File: src/rtl/qedsc_pkg.sv
// Shared types and constants for the quote escape depth scanner.
package qedsc_pkg;

	// counter width for the current and longest quote runs
	localparam int unsigned COUNT_WIDTH = 16;
	localparam int unsigned DEPTH_WIDTH = 16;
	localparam logic [DEPTH_WIDTH-1:0] DEPTH_MAX = '1;
	localparam logic [COUNT_WIDTH-1:0] COUNT_MAX = '1;
	// wide enough to hold either counter plus one
	localparam int unsigned SUM_WIDTH =
		((COUNT_WIDTH > DEPTH_WIDTH) ? COUNT_WIDTH : DEPTH_WIDTH) + 1;

	// character codes
	localparam logic [7:0] CH_QUOTE  = 8'h27;
	localparam logic [7:0] CH_SLASH  = 8'h2f;
	localparam logic [7:0] CH_STAR   = 8'h2a;
	localparam logic [7:0] CH_EQUALS = 8'h3d;
	localparam logic [7:0] CH_LPAREN = 8'h28;
	localparam logic [7:0] CH_RPAREN = 8'h29;
	localparam logic [7:0] CH_LBRACE = 8'h7b;
	localparam logic [7:0] CH_RBRACE = 8'h7d;
	localparam logic [7:0] CH_SPACE  = 8'h20;
	localparam logic [7:0] CH_LF     = 8'h0a;
	localparam logic [7:0] CH_CR     = 8'h0d;
	localparam logic [7:0] CH_TAB    = 8'h09;

	// fixed depths of the result
	localparam logic [DEPTH_WIDTH-1:0] DEPTH_PLAIN   = DEPTH_WIDTH'(1);
	localparam logic [DEPTH_WIDTH-1:0] DEPTH_QUOTED  = DEPTH_WIDTH'(3);
	localparam logic [COUNT_WIDTH-1:0] RUN_THRESHOLD = COUNT_WIDTH'(3);

	// queue between front and back
	localparam int unsigned CQ_DEPTH = 4;
	localparam int unsigned CQ_PTR_W = $clog2(CQ_DEPTH);
	localparam int unsigned CQ_CNT_W = $clog2(CQ_DEPTH + 1);

	// result queue
	localparam int unsigned RQ_DEPTH = 2;
	localparam int unsigned RQ_PTR_W = $clog2(RQ_DEPTH);
	localparam int unsigned RQ_CNT_W = $clog2(RQ_DEPTH + 1);

	typedef struct packed {
		logic [7:0] text_byte;
		logic       first_byte;
		logic       last_byte;
		logic       attr_mark;
	} in_beat_t;

	typedef struct packed {
		logic [DEPTH_WIDTH-1:0] quote_depth;
		logic                   start_needs_newline;
		logic                   end_needs_newline;
	} out_beat_t;

	// classified byte as carried from front to back
	typedef struct packed {
		logic is_quote;
		logic is_slash;
		logic slash_or_star;
		logic is_special;
		logic first;
		logic last;
		logic attr;
	} class_t;

endpackage

File: src/rtl/quote_escape_depth_scanner_unit.sv
// Top level of the quote escape depth scanner: front, back and checks.
//
// Input channel: one text byte per beat, with first/last markers and the
// attribute flag; a beat is taken when push is high and full is low.
// Result channel: one beat per value, at its last byte; the oldest result
// is shown while empty is low and is taken when pop is high.
// An accepted byte is written into the byte queue and scanned from its head;
// a last byte's result is written into the result queue and empty goes low.
// Throughput: one byte per cycle while the result queue has room, set by the
// back-end state update (increment, compare, depth add on the run counters).
// A four-beat queue parts front from back and a two-beat result queue
// parts the back end from the receiver; while the receiver stalls, bytes
// of a value keep flowing until the result queue fills, then the byte
// queue fills and full rises.
// Reset clears both queues and the scan state; no clearing pass is needed.
// Values are framed by first_byte; a byte without it extends the current
// scan state as it stands.
module quote_escape_depth_scanner_unit (
	input  logic                 clk,
	input  logic                 arst_n,
	input  logic                 push,
	output logic                 full,
	input  qedsc_pkg::in_beat_t  item,
	output logic                 empty,
	input  logic                 pop,
	output qedsc_pkg::out_beat_t result
);

	logic              cq_valid;
	logic              cq_pop;
	qedsc_pkg::class_t cq_beat;

	// byte classification and queue
	qedsc_front u_front (
		.clk      (clk),
		.arst_n   (arst_n),
		.push     (push),
		.full     (full),
		.item     (item),
		.cq_valid (cq_valid),
		.cq_beat  (cq_beat),
		.cq_pop   (cq_pop)
	);

	// scan state and results
	qedsc_back u_back (
		.clk      (clk),
		.arst_n   (arst_n),
		.cq_valid (cq_valid),
		.cq_beat  (cq_beat),
		.cq_pop   (cq_pop),
		.empty    (empty),
		.pop      (pop),
		.result   (result)
	);

	// an accepted byte is in the queue on the next cycle
	a_push_lands: assert property (@(posedge clk) disable iff (!arst_n)
		push && !full |=> cq_valid)
		else $error("accepted byte missing from queue");

	// the back end never takes from an empty queue
	a_pop_valid: assert property (@(posedge clk) disable iff (!arst_n)
		cq_pop |-> cq_valid)
		else $error("back end popped an empty queue");

	// a scanned last byte always leaves a result waiting
	a_last_result: assert property (@(posedge clk) disable iff (!arst_n)
		cq_pop && cq_beat.last |=> !empty)
		else $error("last byte gave no result");

endmodule

File: src/rtl/qedsc_front.sv
// Front end: classifies each accepted byte and queues the classes for the back end.
module qedsc_front (
	input  logic               clk,
	input  logic               arst_n,
	input  logic               push,
	output logic               full,
	input  qedsc_pkg::in_beat_t item,
	output logic               cq_valid,
	output qedsc_pkg::class_t  cq_beat,
	input  logic               cq_pop
);

	qedsc_pkg::class_t cls;
	qedsc_pkg::class_t cq_mem_q [qedsc_pkg::CQ_DEPTH];
	logic [qedsc_pkg::CQ_PTR_W-1:0] wr_ptr_q;
	logic [qedsc_pkg::CQ_PTR_W-1:0] rd_ptr_q;
	logic [qedsc_pkg::CQ_CNT_W-1:0] count_q;
	logic wr_en;
	logic rd_en;

	// byte classification
	always_comb begin
		cls.is_quote      = (item.text_byte == qedsc_pkg::CH_QUOTE);
		cls.is_slash      = (item.text_byte == qedsc_pkg::CH_SLASH);
		cls.slash_or_star = (item.text_byte == qedsc_pkg::CH_SLASH) ||
			(item.text_byte == qedsc_pkg::CH_STAR);
		cls.is_special    = (item.text_byte == qedsc_pkg::CH_EQUALS) ||
			(item.text_byte == qedsc_pkg::CH_LPAREN) ||
			(item.text_byte == qedsc_pkg::CH_RPAREN) ||
			(item.text_byte == qedsc_pkg::CH_LBRACE) ||
			(item.text_byte == qedsc_pkg::CH_RBRACE) ||
			(item.text_byte == qedsc_pkg::CH_SPACE) ||
			(item.text_byte == qedsc_pkg::CH_LF) ||
			(item.text_byte == qedsc_pkg::CH_CR) ||
			(item.text_byte == qedsc_pkg::CH_TAB);
		cls.first         = item.first_byte;
		cls.last          = item.last_byte;
		cls.attr          = item.attr_mark;
	end

	// queue control
	assign full     = (count_q == qedsc_pkg::CQ_CNT_W'(qedsc_pkg::CQ_DEPTH));
	assign cq_valid = (count_q != '0);
	assign wr_en    = push && !full;
	assign rd_en    = cq_pop && cq_valid;
	assign cq_beat  = cq_mem_q[rd_ptr_q];

	always_ff @(posedge clk or negedge arst_n) begin
		if (!arst_n) begin
			wr_ptr_q <= '0;
			rd_ptr_q <= '0;
			count_q  <= '0;
		end else begin
			if (wr_en) wr_ptr_q <= wr_ptr_q + 1'b1;
			if (rd_en) rd_ptr_q <= rd_ptr_q + 1'b1;
			if (wr_en && !rd_en)
				count_q <= count_q + 1'b1;
			else if (rd_en && !wr_en)
				count_q <= count_q - 1'b1;
		end
	end

	// queue storage, no reset
	always_ff @(posedge clk) begin
		if (wr_en) cq_mem_q[wr_ptr_q] <= cls;
	end

endmodule

File: src/rtl/qedsc_back.sv
// Back end: per-value scan state, depth calculation and result queue.
module qedsc_back (
	input  logic                 clk,
	input  logic                 arst_n,
	input  logic                 cq_valid,
	input  qedsc_pkg::class_t    cq_beat,
	output logic                 cq_pop,
	output logic                 empty,
	input  logic                 pop,
	output qedsc_pkg::out_beat_t result
);

	logic [qedsc_pkg::COUNT_WIDTH-1:0] run_q, longest_q;
	logic esc_q, saw_q, began_quote_q, began_slash_q, at_second_q;

	logic [qedsc_pkg::COUNT_WIDTH-1:0] run_b, long_b, run_n, long_n;
	logic esc_n, saw_n, began_quote_n, began_slash_n, at_second_n;
	logic [qedsc_pkg::SUM_WIDTH-1:0] long_ext;
	logic [qedsc_pkg::DEPTH_WIDTH-1:0] depth;
	qedsc_pkg::out_beat_t res;

	qedsc_pkg::out_beat_t rq_mem_q [qedsc_pkg::RQ_DEPTH];
	logic [qedsc_pkg::RQ_PTR_W-1:0] rq_wr_q, rq_rd_q;
	logic [qedsc_pkg::RQ_CNT_W-1:0] rq_count_q;
	logic rq_full, rq_wr, rq_rd;

	// consume a class beat whenever the result queue has room
	assign rq_full = (rq_count_q == qedsc_pkg::RQ_CNT_W'(qedsc_pkg::RQ_DEPTH));
	assign cq_pop  = cq_valid && !rq_full;

	// next scan state for the beat at the head of the queue
	always_comb begin
		run_b         = cq_beat.first ? '0 : run_q;
		long_b        = cq_beat.first ? '0 : longest_q;
		saw_n         = cq_beat.first ? 1'b0 : saw_q;
		esc_n         = cq_beat.first ? 1'b0 :
			(esc_q || (at_second_q && began_slash_q && cq_beat.slash_or_star));
		began_quote_n = cq_beat.first ? cq_beat.is_quote : began_quote_q;
		began_slash_n = cq_beat.first ? cq_beat.is_slash : began_slash_q;
		at_second_n   = cq_beat.first;
		if (cq_beat.is_quote) begin
			run_n  = (run_b == qedsc_pkg::COUNT_MAX) ? run_b : run_b + 1'b1;
			long_n = (run_n > long_b) ? run_n : long_b;
			esc_n  = 1'b1;
			saw_n  = 1'b1;
		end else begin
			run_n  = '0;
			long_n = long_b;
			if (cq_beat.is_special) esc_n = 1'b1;
		end
		if (cq_beat.attr) esc_n = 1'b1;
	end

	// quoting depth from the sticky flags and the longest run
	always_comb begin
		long_ext = qedsc_pkg::SUM_WIDTH'(long_n);
		if (!esc_n)
			depth = '0;
		else if (!saw_n)
			depth = qedsc_pkg::DEPTH_PLAIN;
		else if (long_n < qedsc_pkg::RUN_THRESHOLD)
			depth = qedsc_pkg::DEPTH_QUOTED;
		else if (long_ext >= qedsc_pkg::SUM_WIDTH'(qedsc_pkg::DEPTH_MAX))
			depth = qedsc_pkg::DEPTH_MAX;
		else
			depth = qedsc_pkg::DEPTH_WIDTH'(long_ext + 1'b1);
		res.quote_depth         = depth;
		res.start_needs_newline = began_quote_n;
		res.end_needs_newline   = cq_beat.is_quote;
	end

	always_ff @(posedge clk or negedge arst_n) begin
		if (!arst_n) begin
			run_q         <= '0;
			longest_q     <= '0;
			esc_q         <= 1'b0;
			saw_q         <= 1'b0;
			began_quote_q <= 1'b0;
			began_slash_q <= 1'b0;
			at_second_q   <= 1'b0;
		end else if (cq_pop) begin
			run_q         <= run_n;
			longest_q     <= long_n;
			esc_q         <= esc_n;
			saw_q         <= saw_n;
			began_quote_q <= began_quote_n;
			began_slash_q <= began_slash_n;
			at_second_q   <= at_second_n;
		end
	end

	// result queue
	assign rq_wr  = cq_pop && cq_beat.last;
	assign rq_rd  = pop && !empty;
	assign empty  = (rq_count_q == '0);
	assign result = rq_mem_q[rq_rd_q];

	always_ff @(posedge clk or negedge arst_n) begin
		if (!arst_n) begin
			rq_wr_q    <= '0;
			rq_rd_q    <= '0;
			rq_count_q <= '0;
		end else begin
			if (rq_wr) rq_wr_q <= rq_wr_q + 1'b1;
			if (rq_rd) rq_rd_q <= rq_rd_q + 1'b1;
			if (rq_wr && !rq_rd)
				rq_count_q <= rq_count_q + 1'b1;
			else if (rq_rd && !rq_wr)
				rq_count_q <= rq_count_q - 1'b1;
		end
	end

	always_ff @(posedge clk) begin
		if (rq_wr) rq_mem_q[rq_wr_q] <= res;
	end

endmodule

File: config.mk
export PLATFORM = sky130hd
export DESIGN_NAME = quote_escape_depth_scanner_unit
export DESIGN_NICKNAME = d
export VERILOG_FILES = /design/src/rtl/qedsc_pkg.sv /design/src/rtl/quote_escape_depth_scanner_unit.sv /design/src/rtl/qedsc_front.sv /design/src/rtl/qedsc_back.sv
export SDC_FILE = /design/constraint.sdc
export NUM_CORES = 1
export LEC_CHECK = 0
export BUFFER_PORTS_ARGS = -buffer_cell sky130_fd_sc_hd__buf_2
export CORE_MARGIN = 1.5
export CORE_UTILIZATION = 44
export CTS_BUF_LIST = sky130_fd_sc_hd__clkbuf_4
export CTS_CLUSTER_DIAMETER = 30
export DETAILED_ROUTE_END_ITERATION = 16
export SLEW_MARGIN = 30
export SYNTH_ARGS = -nofsm -noshare
export SYNTH_HDL_FRONTEND = slang
export SYNTH_SLANG_ARGS = --single-unit
File: constraint.sdc
create_clock -name clk -period 5.7 [get_ports clk]
set_input_delay 0.855 -clock clk [delete_from_list [all_inputs] [get_ports clk]]
set_output_delay 0.855 -clock clk [all_outputs]
set_load 0.005 [all_outputs]
==> metrics <==
status=complete, no violations; Post-route DRC=0; cells after synthesis=625; # diodes=0; pwr/cell area=367.7 nW/um^2; critical path data arrival time=5950 ps; # Max-Cap Violations=0; Final Hold Vio Count=0; Top FF cell, synth=edfxtp_1; yosys warns=0; Crit path required time=6060 ps; Clock transition at path regs=200 ps; Worst Setup End Kind=flip-flop; Core Area=14640 sq um; Max Fclk=178.7 MHz; I/O Buffers=34; DR pass1 iterations=7; RSZ-0062 raised after global routing=yes; Routed wire per std cell=19.20 um; Avg Inst Size Synth=10.62 sq um; CP max-delay cell=or4_4; layout cells sized above 1=0.2983; clock share of power=0.140; clk root buf=clkbuf_4; cell total after placement=843; final setup TNS=0 ps; CTS Buffer Depth=2; Synth area leader=edfxtp_1; clk_lat worst skew=510 ps; final wirelength=17240 um; die width=125.8 um; CP Buf/Inv Count=3; Post-DP HPWL=12140 um; Cell Area, Synth=6635 sq um; Placed Area=7192 sq um; final cell count without fillers=898; die area=15830 sq um; Worst Setup Slack, final=104.6 ps; WS Path Type=flip-flop to flip-flop; initial core utilization=0.4531; P_int=1.753 mW; Die Span Y=125.8 um; FILL cells=1294; Yosys reg bits=112; DR iter-0 viols=374; Final Max Slew Viols=0; Worst Setup Start Kind=flip-flop; largest net degree at the start of global routing=49; Remaining Overflow, GRT=0; asr flop ratio synth=0.4286; CTS buffer count=9; combinational power share=0.445; Max-slew headroom=0.3726; crit-path max cell delay=560 ps; cts hold-fix bufs=0; Switching Power=1.150 mW; Nets=747; synth-to-layout area growth=19.01%; I/O pin count=35; LEAKAGE=3.175 nW; DR vias/cell=5.992; crit-path max FO=5; All-Layer GR Usage=0.2237; syn_nets=663; design area=7896 sq um; Reg power frac=0.415; library cells used by synthesis=75; initial antenna violation count=0; RD Place Congestion=0.8967; register area share after synthesis=0.4707; clk sinks=112; Area contributors post-synth=edfxtp_1, dfrtp_1, mux2_2; final setup vio count=0; pre-CTS setup slack=-173.9 ps; VDD IR max=0.0002792 V; min-delay worst type=input port to async pin; global-route wire length before repair=27590 um; ANT nets after route=0; Yosys top cell area share=0.2896; vias in the first global route=5340; CP top delay family=compound AO/OA/AOI/OAI gates; H-tree Lvls=3; min Tclk post-route=5595 ps; Post-synth EDFFs=64; Tcrit/Tclk final=0.9816; TritonCTS clock tree=built; # rows=44; Sw Share=0.3961; measured slew at the worst slew-check pin=940.1 ps; via count=5381; Final Skew=22.26 ps; CP dominant cell by count=a21o_1
-- power by group through the flow --
stage          logic, mW  clock network, mW  registers (mW)
3_3_place_gp        1.18                  0            1.21
2_1_floorplan      0.880                  0            1.17
6_report            1.29              0.407            1.20
5_1_grt             1.41              0.452            1.23
3_5_place_dp        1.20                  0            1.23
4_1_cts             1.27              0.424            1.21
-- cells by family (layout without fill, tap and decap cells) --
kind of cell,count (synthesis),in the layout,share of synthesized area
compound gates,128,129,0.1394
xor+xnor,35,35,0.04620
fa+ha+maj,23,23,0.04450
buf+inv,57,145,0.03677
flops,112,112,0.4707
mux,51,51,0.09542
simple gates,219,219,0.1671
-- repair_timing --
item	in CTS	in global routing
pin swaps	21	27
endpoints found under the setup margin	32	32
gates resized for setup	24	27
setup buffers	30	10
gates cloned	1	0
-- registers in the layout, summed over array words and instances (netlist names), 2 cells and up --
| signal | cells |
|---|---|
| u_back.longest_q | 16 |
| u_back.rq_count_q | 2 |
| u_back.rq_mem_q | 36 |
| u_back.run_q | 16 |
| u_front.count_q | 3 |
| u_front.cq_mem_q | 28 |
| u_front.rd_ptr_q | 2 |
| u_front.wr_ptr_q | 2 |
-- layer usage --
metal	up-vias	GRT usage	wire, um
li1	2512	-	-
met1	2660	0.2858	7419
met2	180	0.3827	8583
met5	-	0	0
met4	0	0.07776	374
met3	29	0.04163	864
-- per-stage QoR --
stage | total power [mW] | util | hold WS, ps
after floorplan | 2.052 | - | 437.9
after global placement | 2.395 | 0.4911 | 453.3
after detailed placement | 2.433 | 0.4911 | 474.3
after CTS | 2.903 | 0.5269 | 432.4
after global routing | 3.095 | 0.5392 | 463.4
final | 2.903 | 0.5392 | 417.6
-- Yosys cell counts, drive strengths merged (2+ instances only) --
| cell | number |
|---|---|
| and3 | 3 |
| clkbuf | 14 |
| a21o | 9 |
| a31oi | 10 |
| mux2i | 18 |
| xnor2 | 23 |
| a211o | 2 |
| edfxtp | 64 |
| nand4 | 17 |
| a21oi | 19 |
| and2 | 12 |
| dfrtp | 48 |
| inv | 25 |
| o211ai | 2 |
| xor2 | 12 |
| a211oi | 6 |
| buf | 18 |
| or2 | 5 |
| o211a | 5 |
| ha | 22 |
| nand2 | 77 |
| o22a | 2 |
| nor2 | 28 |
| nand2b | 6 |
| a311oi | 2 |
| a31o | 3 |
| and4 | 7 |
| nand3b | 2 |
| o31a | 2 |
| or3 | 2 |
| nand4b | 3 |
| nor2b | 8 |
| o21a | 3 |
| nor4 | 8 |
| mux2 | 28 |
| nor3 | 22 |
| o21ai | 28 |
| o22ai | 4 |
| nand3 | 13 |
| mux4 | 5 |
| a22o | 16 |
-- cells in the final DEF (no fill, tap or decap), drive strengths merged, types with 8 or more instances in the layout --
cell type | netlist | layout
clkbuf | 14 | 9
buf | 18 | 104
mux2 | 28 | 28
edfxtp | 64 | 64
nor4 | 8 | 8
xor2 | 12 | 12
xnor2 | 23 | 23
mux2i | 18 | 18
nor2b | 8 | 8
nand2 | 77 | 77
nor3 | 22 | 22
a21o | 9 | 9
ha | 22 | 22
inv | 25 | 28
a31oi | 10 | 11
nand3 | 13 | 13
and2 | 12 | 12
a22o | 16 | 16
dfrtp | 48 | 48
nand4 | 17 | 17
nor2 | 28 | 28
o21ai | 28 | 28
a21oi | 19 | 19
-- final cells by class --
class                           instances  area, sq um  share of cell area
Inverter                               25        93.84             0.01188
Sequential cell                       112         3123              0.3955
Multi-Input combinational cell        457         3590              0.4546
Clock inverter                          7        85.08             0.01077
Clock buffer                            9        67.56            0.008556
Timing Repair Buffer                  104        706.9             0.08953
Tap cell                              184        230.2             0.02916
-- final timing paths --
| check | from | to | slack [ps] | cells past startpoint |
|---|---|---|---|---|
| max | u_front.rd_ptr_q[0] | u_back.rq_mem_q[0][13] | 100 | 26 |
| min | arst_n | u_back.run_q[2] | 420 | 2 |
| max reg2reg | u_front.rd_ptr_q[0] | u_back.rq_mem_q[0][13] | 100 | 26 |
| min reg2reg | u_back.rq_wr_q | u_back.rq_wr_q | 500 | 1 |
| max in group asynchronous | arst_n | u_back.longest_q[6] | 4790 | 2 |
| min in group clk | u_back.rq_wr_q | u_back.rq_wr_q | 500 | 1 |
(Power assumes the default switching activity.)
